`config.mk`:
```
export PLATFORM = sky130hd
export DESIGN_NAME = rate_gyro_angle_integrator_core
export DESIGN_NICKNAME = d
export VERILOG_FILES = /design/src/design/rgai_pkg.sv /design/src/design/rate_gyro_angle_integrator_core.sv /design/src/design/rgai_regs.sv /design/src/design/rgai_dp.sv /design/src/design/rgai_ctrl.sv
export SDC_FILE = /design/constraint.sdc
export NUM_CORES = 2
export LEC_CHECK = 0
export BUFFER_PORTS_ARGS = -buffer_cell sky130_fd_sc_hd__buf_2
export CAP_MARGIN = 10
export CORE_MARGIN = 2
export CORE_UTILIZATION = 60
export CTS_CLUSTER_SIZE = 28
export DETAILED_ROUTE_END_ITERATION = 8
export MAX_ROUTING_LAYER = met4
export PLACE_DENSITY_LB_ADDON = 0.08
export SLEW_MARGIN = 20
export SYNTH_ARGS = -nofsm -noshare
export SYNTH_HDL_FRONTEND = slang
export SYNTH_HIERARCHICAL = 1
export SYNTH_SLANG_ARGS = --single-unit
```
`constraint.sdc`:
```
create_clock -name clk_i -period 9.2 [get_ports clk_i]
set_input_delay 1.38 -clock clk_i [delete_from_list [all_inputs] [get_ports clk_i]]
set_output_delay 1.38 -clock clk_i [all_outputs]
set_load 0.05 [all_outputs]
```
`src/design/rgai_pkg.sv`:
```
// ----------------------------------------------------------------------------
// rgai_pkg - shared types and constants of the gyro angle integrator
// Field widths, register codes, controller states and the command bundle
// between the sequencer and the datapath.
// ----------------------------------------------------------------------------
`default_nettype none

package rgai_pkg;

  // sample bits that the converter delivers; the input field is 10 bits wide
  localparam int SAMPLE_BITS = 10;

  // field widths
  localparam int SAMPLE_W = 10;
  localparam int DT_W     = 16;
  localparam int ANGLE_W  = 64;
  localparam int OFS_W    = 10;
  localparam int REM_W    = 16;
  localparam int DIV_W    = 16;

  // fractional accumulator sum and restoring divider
  localparam int FRAC_W   = 33;
  localparam int CNT_W    = $clog2(FRAC_W);

  // signed rate term and products
  localparam int DIFF_W   = SAMPLE_W + 1;
  localparam int PROD_W   = DIFF_W + DT_W + 1;
  localparam int RPROD_W  = REM_W + DT_W;

  // stream and register port widths
  localparam int IN_TDATA_W  = 96;
  localparam int OUT_TDATA_W = 64;
  localparam int PADDR_W     = 4;
  localparam int PDATA_W     = 32;

  // low SAMPLE_BITS bits of the sample take part
  localparam logic [SAMPLE_W-1:0] SAMPLE_MASK = SAMPLE_W'((1 << SAMPLE_BITS) - 1);

  // register index codes (word address)
  typedef enum logic [1:0] {
    REG_ZERO_OFFSET = 2'd0,
    REG_OFFSET_REM  = 2'd1,
    REG_OFFSET_DIV  = 2'd2
  } reg_idx_e;

  // item kind carried in tuser
  typedef enum logic {
    OP_INTEGRATE = 1'b0,
    OP_LOAD      = 1'b1
  } opcode_e;

  // sequencer states
  typedef enum logic [2:0] {
    ST_IDLE,
    ST_MUL,
    ST_SUM,
    ST_DIV,
    ST_DTH,
    ST_ACC,
    ST_OUT
  } state_e;

  // calibration registers as seen by the datapath
  typedef struct packed {
    logic [OFS_W-1:0] zero_offset;
    logic [REM_W-1:0] remainder;
    logic [DIV_W-1:0] divisor;
  } cfg_t;

  // datapath commands from the sequencer
  typedef struct packed {
    logic accept;
    logic mul;
    logic sum;
    logic div_step;
    logic dth;
    logic acc;
    logic out_load;
  } cmd_t;

endpackage

`default_nettype wire

```
`src/design/rate_gyro_angle_integrator_core.sv`:
```
// ----------------------------------------------------------------------------
// rate_gyro_angle_integrator_core - rate gyro angle integrator
// Integrates offset-corrected gyro samples times elapsed time into a 64-bit
// angle, with a fractional offset correction kept as a running remainder.
//
//   channel   direction  handshake              contents
//   s_axis    in         tvalid/tready          tuser opcode, tdata sample,
//                                               interval_us, load_angle
//   m_axis    out        tvalid/tready          tdata angle
//   apb       in         psel/penable/pready    zero_offset, remainder, divisor
//
// An integrate item passes from acceptance through multiply, sum, 33 steps of the
// serial restoring divider, correction, update and result load, then returns to idle
// for the next acceptance. A load item goes from acceptance straight to result load.
// Reset clears the angle and the fractional remainder; the divisor resets to 1.
// A stalled result holds the next item at result load; input is accepted only
// between items, while the previous result may still wait for transfer.
// ----------------------------------------------------------------------------
`default_nettype none

module rate_gyro_angle_integrator_core
  import rgai_pkg::*;
(
  input  wire logic                   clk_i,
  input  wire logic                   rst_ni,
  // input stream
  input  wire logic                   s_axis_tvalid,
  output logic                        s_axis_tready,
  input  wire logic [IN_TDATA_W-1:0]  s_axis_tdata,  // sample[9:0], interval_us[25:10],
                                                     // load_angle[89:26], zero[95:90]
  input  wire logic                   s_axis_tuser,  // opcode[0]
  // result stream
  output logic                        m_axis_tvalid,
  input  wire logic                   m_axis_tready,
  output logic      [OUT_TDATA_W-1:0] m_axis_tdata,  // angle[63:0]
  // register port
  input  wire logic                   psel,
  input  wire logic                   penable,
  input  wire logic                   pwrite,
  input  wire logic [PADDR_W-1:0]     paddr,
  input  wire logic [PDATA_W-1:0]     pwdata,
  output logic      [PDATA_W-1:0]     prdata,
  output logic                        pready
);

  cfg_t cfg;
  cmd_t cmd;

  assign pready = 1'b1;

  // calibration registers
  rgai_regs u_regs (
    .clk_i   (clk_i),
    .rst_ni  (rst_ni),
    .psel    (psel),
    .penable (penable),
    .pwrite  (pwrite),
    .paddr   (paddr),
    .pwdata  (pwdata),
    .prdata  (prdata),
    .cfg_o   (cfg)
  );

  // sequencer
  rgai_ctrl u_ctrl (
    .clk_i       (clk_i),
    .rst_ni      (rst_ni),
    .in_valid_i  (s_axis_tvalid),
    .in_op_i     (s_axis_tuser),
    .in_ready_o  (s_axis_tready),
    .out_valid_o (m_axis_tvalid),
    .out_ready_i (m_axis_tready),
    .cmd_o       (cmd)
  );

  // datapath
  rgai_dp u_dp (
    .clk_i      (clk_i),
    .rst_ni     (rst_ni),
    .cmd_i      (cmd),
    .cfg_i      (cfg),
    .in_data_i  (s_axis_tdata),
    .in_op_i    (s_axis_tuser),
    .out_data_o (m_axis_tdata)
  );

endmodule

`default_nettype wire

```
`src/design/rgai_regs.sv`:
```
// ----------------------------------------------------------------------------
// rgai_regs - calibration register file
// Register-bus write and read decode for zero offset, offset remainder and
// offset divisor.
// ----------------------------------------------------------------------------
`default_nettype none

module rgai_regs
  import rgai_pkg::*;
(
  input  wire logic               clk_i,
  input  wire logic               rst_ni,
  input  wire logic               psel,
  input  wire logic               penable,
  input  wire logic               pwrite,
  input  wire logic [PADDR_W-1:0] paddr,
  input  wire logic [PDATA_W-1:0] pwdata,
  output logic      [PDATA_W-1:0] prdata,
  output cfg_t                    cfg_o
);

  logic [OFS_W-1:0] zero_offset_q;
  logic [REM_W-1:0] remainder_q;
  logic [DIV_W-1:0] divisor_q;
  logic             wr_en;
  reg_idx_e         idx;

  assign wr_en = psel & penable & pwrite;
  assign idx   = reg_idx_e'(paddr[3:2]);

  // register writes; the top word address is unmapped
  always_ff @(posedge clk_i or negedge rst_ni) begin
    if (!rst_ni) begin
      zero_offset_q <= '0;
      remainder_q   <= '0;
      divisor_q     <= DIV_W'(1);
    end else if (wr_en) begin
      case (idx)
        REG_ZERO_OFFSET: zero_offset_q <= pwdata[OFS_W-1:0];
        REG_OFFSET_REM:  remainder_q   <= pwdata[REM_W-1:0];
        REG_OFFSET_DIV:  divisor_q     <= pwdata[DIV_W-1:0];
        default: ;
      endcase
    end
  end

  // read mux
  always_comb begin
    case (idx)
      REG_ZERO_OFFSET: prdata = PDATA_W'(zero_offset_q);
      REG_OFFSET_REM:  prdata = PDATA_W'(remainder_q);
      REG_OFFSET_DIV:  prdata = PDATA_W'(divisor_q);
      default:         prdata = '0;
    endcase
  end

  assign cfg_o = '{zero_offset: zero_offset_q, remainder: remainder_q, divisor: divisor_q};

endmodule

`default_nettype wire

```
`src/design/rgai_dp.sv`:
```
// ----------------------------------------------------------------------------
// rgai_dp - integrator datapath
// Rate product, fractional accumulator with a serial restoring divider,
// angle accumulator and the result register.
// ----------------------------------------------------------------------------
`default_nettype none

module rgai_dp
  import rgai_pkg::*;
(
  input  wire logic                   clk_i,
  input  wire logic                   rst_ni,
  input  wire cmd_t                   cmd_i,
  input  wire cfg_t                   cfg_i,
  input  wire logic [IN_TDATA_W-1:0]  in_data_i,
  input  wire logic                   in_op_i,
  output logic      [OUT_TDATA_W-1:0] out_data_o
);

  logic        [SAMPLE_W-1:0] smp_q;
  logic        [DT_W-1:0]     dt_q;
  logic signed [PROD_W-1:0]   prod_q;
  logic        [RPROD_W-1:0]  rprod_q;
  logic        [REM_W-1:0]    frac_q;
  logic        [DIV_W-1:0]    part_q;
  logic        [FRAC_W-1:0]   quo_q;
  logic        [ANGLE_W-1:0]  dth_q;
  logic        [ANGLE_W-1:0]  angle_q;
  logic        [ANGLE_W-1:0]  out_q;

  logic signed [DIFF_W-1:0]   diff;
  logic        [DIV_W-1:0]    div_eff;
  logic        [DIV_W:0]      trial;
  logic        [DIV_W:0]      trial_sub;
  logic                       qbit;

  // offset-corrected sample; a zero divisor acts as one
  assign diff    = $signed({1'b0, smp_q & SAMPLE_MASK}) - $signed({1'b0, cfg_i.zero_offset});
  assign div_eff = (cfg_i.divisor == '0) ? DIV_W'(1) : cfg_i.divisor;

  // one restoring divider step: shift in the next dividend bit and try
  assign trial     = {part_q, quo_q[FRAC_W-1]};
  assign trial_sub = trial - {1'b0, div_eff};
  assign qbit      = (trial >= {1'b0, div_eff});

  // operand capture, products and divider
  always_ff @(posedge clk_i) begin
    if (cmd_i.accept) begin
      smp_q <= in_data_i[SAMPLE_W-1:0];
      dt_q  <= in_data_i[SAMPLE_W +: DT_W];
    end
    if (cmd_i.mul) begin
      prod_q  <= PROD_W'(diff * $signed({1'b0, dt_q}));
      rprod_q <= cfg_i.remainder * dt_q;
    end
    if (cmd_i.sum) begin
      quo_q  <= FRAC_W'(frac_q) + FRAC_W'(rprod_q);
      part_q <= '0;
    end else if (cmd_i.div_step) begin
      part_q <= qbit ? trial_sub[DIV_W-1:0] : trial[DIV_W-1:0];
      quo_q  <= {quo_q[FRAC_W-2:0], qbit};
    end
    if (cmd_i.dth) begin
      dth_q <= ANGLE_W'(prod_q) - ANGLE_W'(quo_q);
    end
    if (cmd_i.out_load) begin
      out_q <= angle_q;
    end
  end

  // accumulator state: fractional remainder and angle
  always_ff @(posedge clk_i or negedge rst_ni) begin
    if (!rst_ni) begin
      frac_q  <= '0;
      angle_q <= '0;
    end else begin
      if (cmd_i.dth) begin
        frac_q <= part_q;
      end
      if (cmd_i.accept && (opcode_e'(in_op_i) == OP_LOAD)) begin
        angle_q <= in_data_i[SAMPLE_W+DT_W +: ANGLE_W];
      end else if (cmd_i.acc) begin
        angle_q <= angle_q - dth_q;
      end
    end
  end

  assign out_data_o = out_q;

endmodule

`default_nettype wire

```
`src/design/rgai_ctrl.sv`:
```
// ----------------------------------------------------------------------------
// rgai_ctrl - integrator sequencer
// Steps one item through multiply, sum, divide and update (a load item goes straight
// to result load), and owns the input ready and the result valid.
// ----------------------------------------------------------------------------
`default_nettype none

module rgai_ctrl
  import rgai_pkg::*;
(
  input  wire logic clk_i,
  input  wire logic rst_ni,
  input  wire logic in_valid_i,
  input  wire logic in_op_i,
  output logic      in_ready_o,
  output logic      out_valid_o,
  input  wire logic out_ready_i,
  output cmd_t      cmd_o
);

  state_e           state_q, state_d;
  logic [CNT_W-1:0] cnt_q, cnt_d;
  logic             out_valid_q, out_valid_d;
  logic             out_free;

  // result register can take a new value
  assign out_free = !out_valid_q || out_ready_i;

  // state, step counter and result valid
  always_ff @(posedge clk_i or negedge rst_ni) begin
    if (!rst_ni) begin
      state_q     <= ST_IDLE;
      cnt_q       <= '0;
      out_valid_q <= 1'b0;
    end else begin
      state_q     <= state_d;
      cnt_q       <= cnt_d;
      out_valid_q <= out_valid_d;
    end
  end

  // next state and commands
  always_comb begin
    state_d    = state_q;
    cnt_d      = cnt_q;
    cmd_o      = '0;
    in_ready_o = 1'b0;
    case (state_q)
      ST_IDLE: begin
        in_ready_o = 1'b1;
        if (in_valid_i) begin
          cmd_o.accept = 1'b1;
          state_d = (opcode_e'(in_op_i) == OP_LOAD) ? ST_OUT : ST_MUL;
        end
      end
      ST_MUL: begin
        cmd_o.mul = 1'b1;
        state_d   = ST_SUM;
      end
      ST_SUM: begin
        cmd_o.sum = 1'b1;
        cnt_d     = '0;
        state_d   = ST_DIV;
      end
      ST_DIV: begin
        cmd_o.div_step = 1'b1;
        if (cnt_q == CNT_W'(FRAC_W - 1)) begin
          state_d = ST_DTH;
        end else begin
          cnt_d = cnt_q + CNT_W'(1);
        end
      end
      ST_DTH: begin
        cmd_o.dth = 1'b1;
        state_d   = ST_ACC;
      end
      ST_ACC: begin
        cmd_o.acc = 1'b1;
        state_d   = ST_OUT;
      end
      ST_OUT: begin
        if (out_free) begin
          cmd_o.out_load = 1'b1;
          state_d        = ST_IDLE;
        end
      end
      default: state_d = ST_IDLE;
    endcase
  end

  // result valid follows loads and transfers
  always_comb begin
    out_valid_d = out_valid_q;
    if (cmd_o.out_load) begin
      out_valid_d = 1'b1;
    end else if (out_ready_i) begin
      out_valid_d = 1'b0;
    end
  end

  assign out_valid_o = out_valid_q;

  // a pending result is never overwritten
  a_no_overwrite: assert property (@(posedge clk_i) disable iff (!rst_ni)
    cmd_o.out_load |-> (!out_valid_q || out_ready_i))
    else $error("result register overwritten before transfer");

  // an accepted item blocks the input until its result is loaded
  a_busy_after_accept: assert property (@(posedge clk_i) disable iff (!rst_ni)
    (in_valid_i && in_ready_o) |=> !in_ready_o)
    else $error("input ready while an item is in flight");

  // divider step count stays within the dividend width
  a_div_count: assert property (@(posedge clk_i) disable iff (!rst_ni)
    (state_q == ST_DIV) |-> (cnt_q <= CNT_W'(FRAC_W - 1)))
    else $error("divider step counter out of range");

endmodule

`default_nettype wire

```
==> summary.md <==
| Metric | Value |
|---|---|
| WL final | 88000 µm |
| Postcts setup bufs | 0 |
| Status | finished, final reports clean |
| Max-Cap Viols | 0 |
| Root buffer cell | clkbuf_16 |
| Synth Instances | 3738 |
| Layout Skew | 0.0227 ns |
| Clock buffer depth | 3 |
| Drt first-iter violations | 1297 |
| Ports | 239 |
| DRC viols | 0 |
| GRT Overall Usage | 30.1% |
| Clock slew at the register clock pins of the worst setup and hold paths | 0.06 ns |
| Hold Vio Cnt, Final | 0 |
| Tightest Pin Transition | 1.16 ns |
| Cts hold-fix bufs | 0 |
| Yosys cell types | 95 |
| Required time of the critical path | 9.55 ns |
| Filler cell count | 4771 |
| Hold WC Path Type | reg -> reg |
| Setup crit start kind | flip-flop |
| Buffer and inverter count on the worst path | 4 |
| DR WL met2 | 43400 µm |
| Num Clock Sinks | 366 |
| Die height | 248 µm |
| Final net count | 4652 |
| Met3 routed WL | 4570 µm |
| Slowest cell delay on critical path | 0.58 ns |
| Pins Over Slew Limit | 0 |
| Largest net degree at the start of global routing | 77 |
| Initial core utilization | 60.5% |
| Critical setup path kind | reg -> reg |
| WL/cell | 18.8 µm |
| Flops & latches, synth | 366 |
| Clock Latency Late Sink | 0.60 ns |
| Vias | 26.7k |
| Crit path DAT | 8.19 ns |
| Vias in the first global route | 28.0k |
| Maximum operating frequency | 0.127 GHz |
| Core area | 58900 µm² |
| EDFF count, synth | 218 |
| Die width | 248 µm |
| Row cnt | 89 |
| Slowest cell on crit path | a21o_1 |
| Post-synth ARST share | 36.1% |
| Routed Antenna Nets | 0 |
| CTS H-Tree Depth | 2 |
| Yosys warns | 6 |
| Antenna violations before repair | 0 |
| GR Overflow Total | 0 |
| Mapped cell area | 35700 µm² |
| Slew margin rel. | 22.4% |
| Clock buffer count from CTS | 44 |
| I/O Buffers | 197 |
| Post-cts resize count | 0 |
| Top routing layer in use | met4 |
| Vias/cell | 5.72 |
| Delay-heaviest family, CP | adder cells |
| Final Cycle Share | 85.3% |
| Final GP Congestion | 0.941 |
| Ys flop type | edfxtp_1 |
| Setup-failing EPs final | 0 |
| Share of cells above drive strength 1 | 10.4% |
| Min Tclk post-route | 7.84 ns |
| Syn-to-layout area delta | 8.82% |
| First-pass GRT wire length | 142000 µm |
| Syn Area/Cell | 9.54 µm² |
| Seq/Total Area, Yosys | 28.5% |
| CTS tree | done |
| Worst-path maximum fanout | 17 |
| Initial DRT Pass Iterations | 5 |
| Sum of negative setup slack | 0 ns |
| Wl on met1 | 36700 µm |
| CP endpoint kind | flip-flop |
| DP HPWL | 67900 µm |
| Die area | 61400 µm² |
| Most frequent CP cell | fa_1 |
| RSZ-0062 raised after global routing | no |
## cell usage after synthesis, drive strengths merged (6+ instances only)
cell / number / area (µm²)
dfxtp: 16 / 320
nand2: 418 / 1570
and3: 30 / 188
o31ai: 10 / 85.1
or2: 10 / 62.6
and2: 170 / 1060
a21oi: 229 / 1150
nand2b: 26 / 165
nor4: 10 / 62.6
ha: 326 / 4080
inv: 539 / 2020
nand4: 36 / 225
edfxtp: 218 / 6550
nor3b: 10 / 85.1
o211ai: 11 / 82.6
or3: 11 / 68.8
dfrtp: 131 / 3280
buf: 40 / 267
clkbuf: 128 / 480
fa: 325 / 6510
nor2b: 65 / 409
a21o: 93 / 698
a31oi: 21 / 138
a211oi: 21 / 168
xnor2: 116 / 1020
nor3: 32 / 165
xor2: 62 / 543
mux2: 61 / 724
nor2: 170 / 638
o21a: 23 / 174
a22o: 9 / 78.8
o21bai: 24 / 180
mux2i: 59 / 591
o21ai: 163 / 816
a21boi: 6 / 48.8
nand3: 39 / 205
## metal layers
metal / track usage (%) / up-vias
li1: - / 12600
met1: 36.8 / 13200
met2: 50.9 / 665
met3: 4.35 / 173
met4: 11.1 / 0
met5: - / -
## cells by family (layout without fill, tap and decap cells)
| family | count (synthesis) | count (layout) | share of synthesized area [%] |
|---|---|---|---|
| buffers and inverters | 707 | 850 | 7.77 |
| AND/OR/NAND/NOR | 1050 | 1050 | 14.3 |
| XOR/XNOR | 178 | 178 | 4.37 |
| adder cells (fa/ha/maj) | 651 | 651 | 29.7 |
| flip-flops | 366 | 366 | 28.5 |
| AO/OA/AOI/OAI | 664 | 664 | 11.6 |
| multiplexers | 120 | 120 | 3.69 |
| other | 2 | 19 | 0.0211 |
## path summary, 6_finish.rpt
path                                                      from                         endpoint  slack, ns  depth (start not counted)
min reg2reg                        u_dp/angle_q[0]$_DFFE_PN0P_     u_dp/out_data_o[0]$_DFFE_PP_       0.46                          0
min in group asynchronous                               rst_ni   u_ctrl/out_valid_o$_DFFE_PN0P_       0.76                          1
max reg2reg                u_regs/zero_offset_q[0]$_DFFE_PN0P_        u_dp/prod_q[27]$_DFFE_PP_       1.36                         31
min                                u_dp/angle_q[0]$_DFFE_PN0P_     u_dp/out_data_o[0]$_DFFE_PP_       0.46                          0
max in group asynchronous                               rst_ni  u_regs/divisor_q[0]$_DFFE_PN1P_       7.29                          3
max                        u_regs/zero_offset_q[0]$_DFFE_PN0P_        u_dp/prod_q[27]$_DFFE_PP_       1.36                         31
## flip-flops by register name, indices dropped and copies added (netlist names)
signal and count:
u_dp/angle_q 64, u_dp/out_data_o 64, u_dp/dth_q 35, u_dp/quo_q 33, u_dp/rprod_q 32, u_dp/prod_q 28
u_dp/dt_q 16, u_dp/frac_q 16, u_dp/part_q 16, u_regs/divisor_q 16, u_regs/remainder_q 16, u_dp/smp_q 10
u_regs/zero_offset_q 10, u_ctrl/cnt_q 6, u_ctrl/state_q 3, u_ctrl/out_valid_o 1
## final cells by class
class                           count  area, µm²  share of cell area [%]
Antenna cell                        2       5.00                  0.0129
Clock buffer                       54       1220                    3.15
Clock inverter                     27        333                   0.857
Inverter                          539       2020                    5.21
Multi-Input combinational cell   2680      22800                    58.8
Sequential cell                   366      10200                    26.2
Tap cell                          773        967                    2.49
Timing Repair Buffer              230       1260                    3.25
## placed cells by master (no fill, tap or decap), types with 63 or more instances in the layout
cell / count
o21ai_0: 109
fa_1: 325
nand2_1: 417
dfrtp_1: 131
nor2b_1: 63
inv_1: 537
a21o_1: 93
buf_2: 196
edfxtp_1: 218
nor2_1: 168
ha_1: 326
xnor2_1: 116
a21oi_1: 227
and2_1: 168
## stage by stage
step / hold slack (ns) / cells / setup WS (ns) / utilization (%) / area, µm²
after global routing: 0.473 / 4669 / 0.798 / 65.9 / 38800
final: 0.465 / 4671 / 1.36 / 65.9 / 38800
after global placement: 0.440 / 4587 / 1.50 / 63.2 / 37200
after detailed placement: 0.453 / 4587 / 1.35 / 63.2 / 37200
after floorplan: 0.425 / 3753 / 2.07 / - / 35700
after CTS: 0.467 / 4668 / 1.31 / 65.8 / 38800
Power is not shown: default switching activity piles up to over one toggle a cycle in this logic, so the estimate is an artifact.
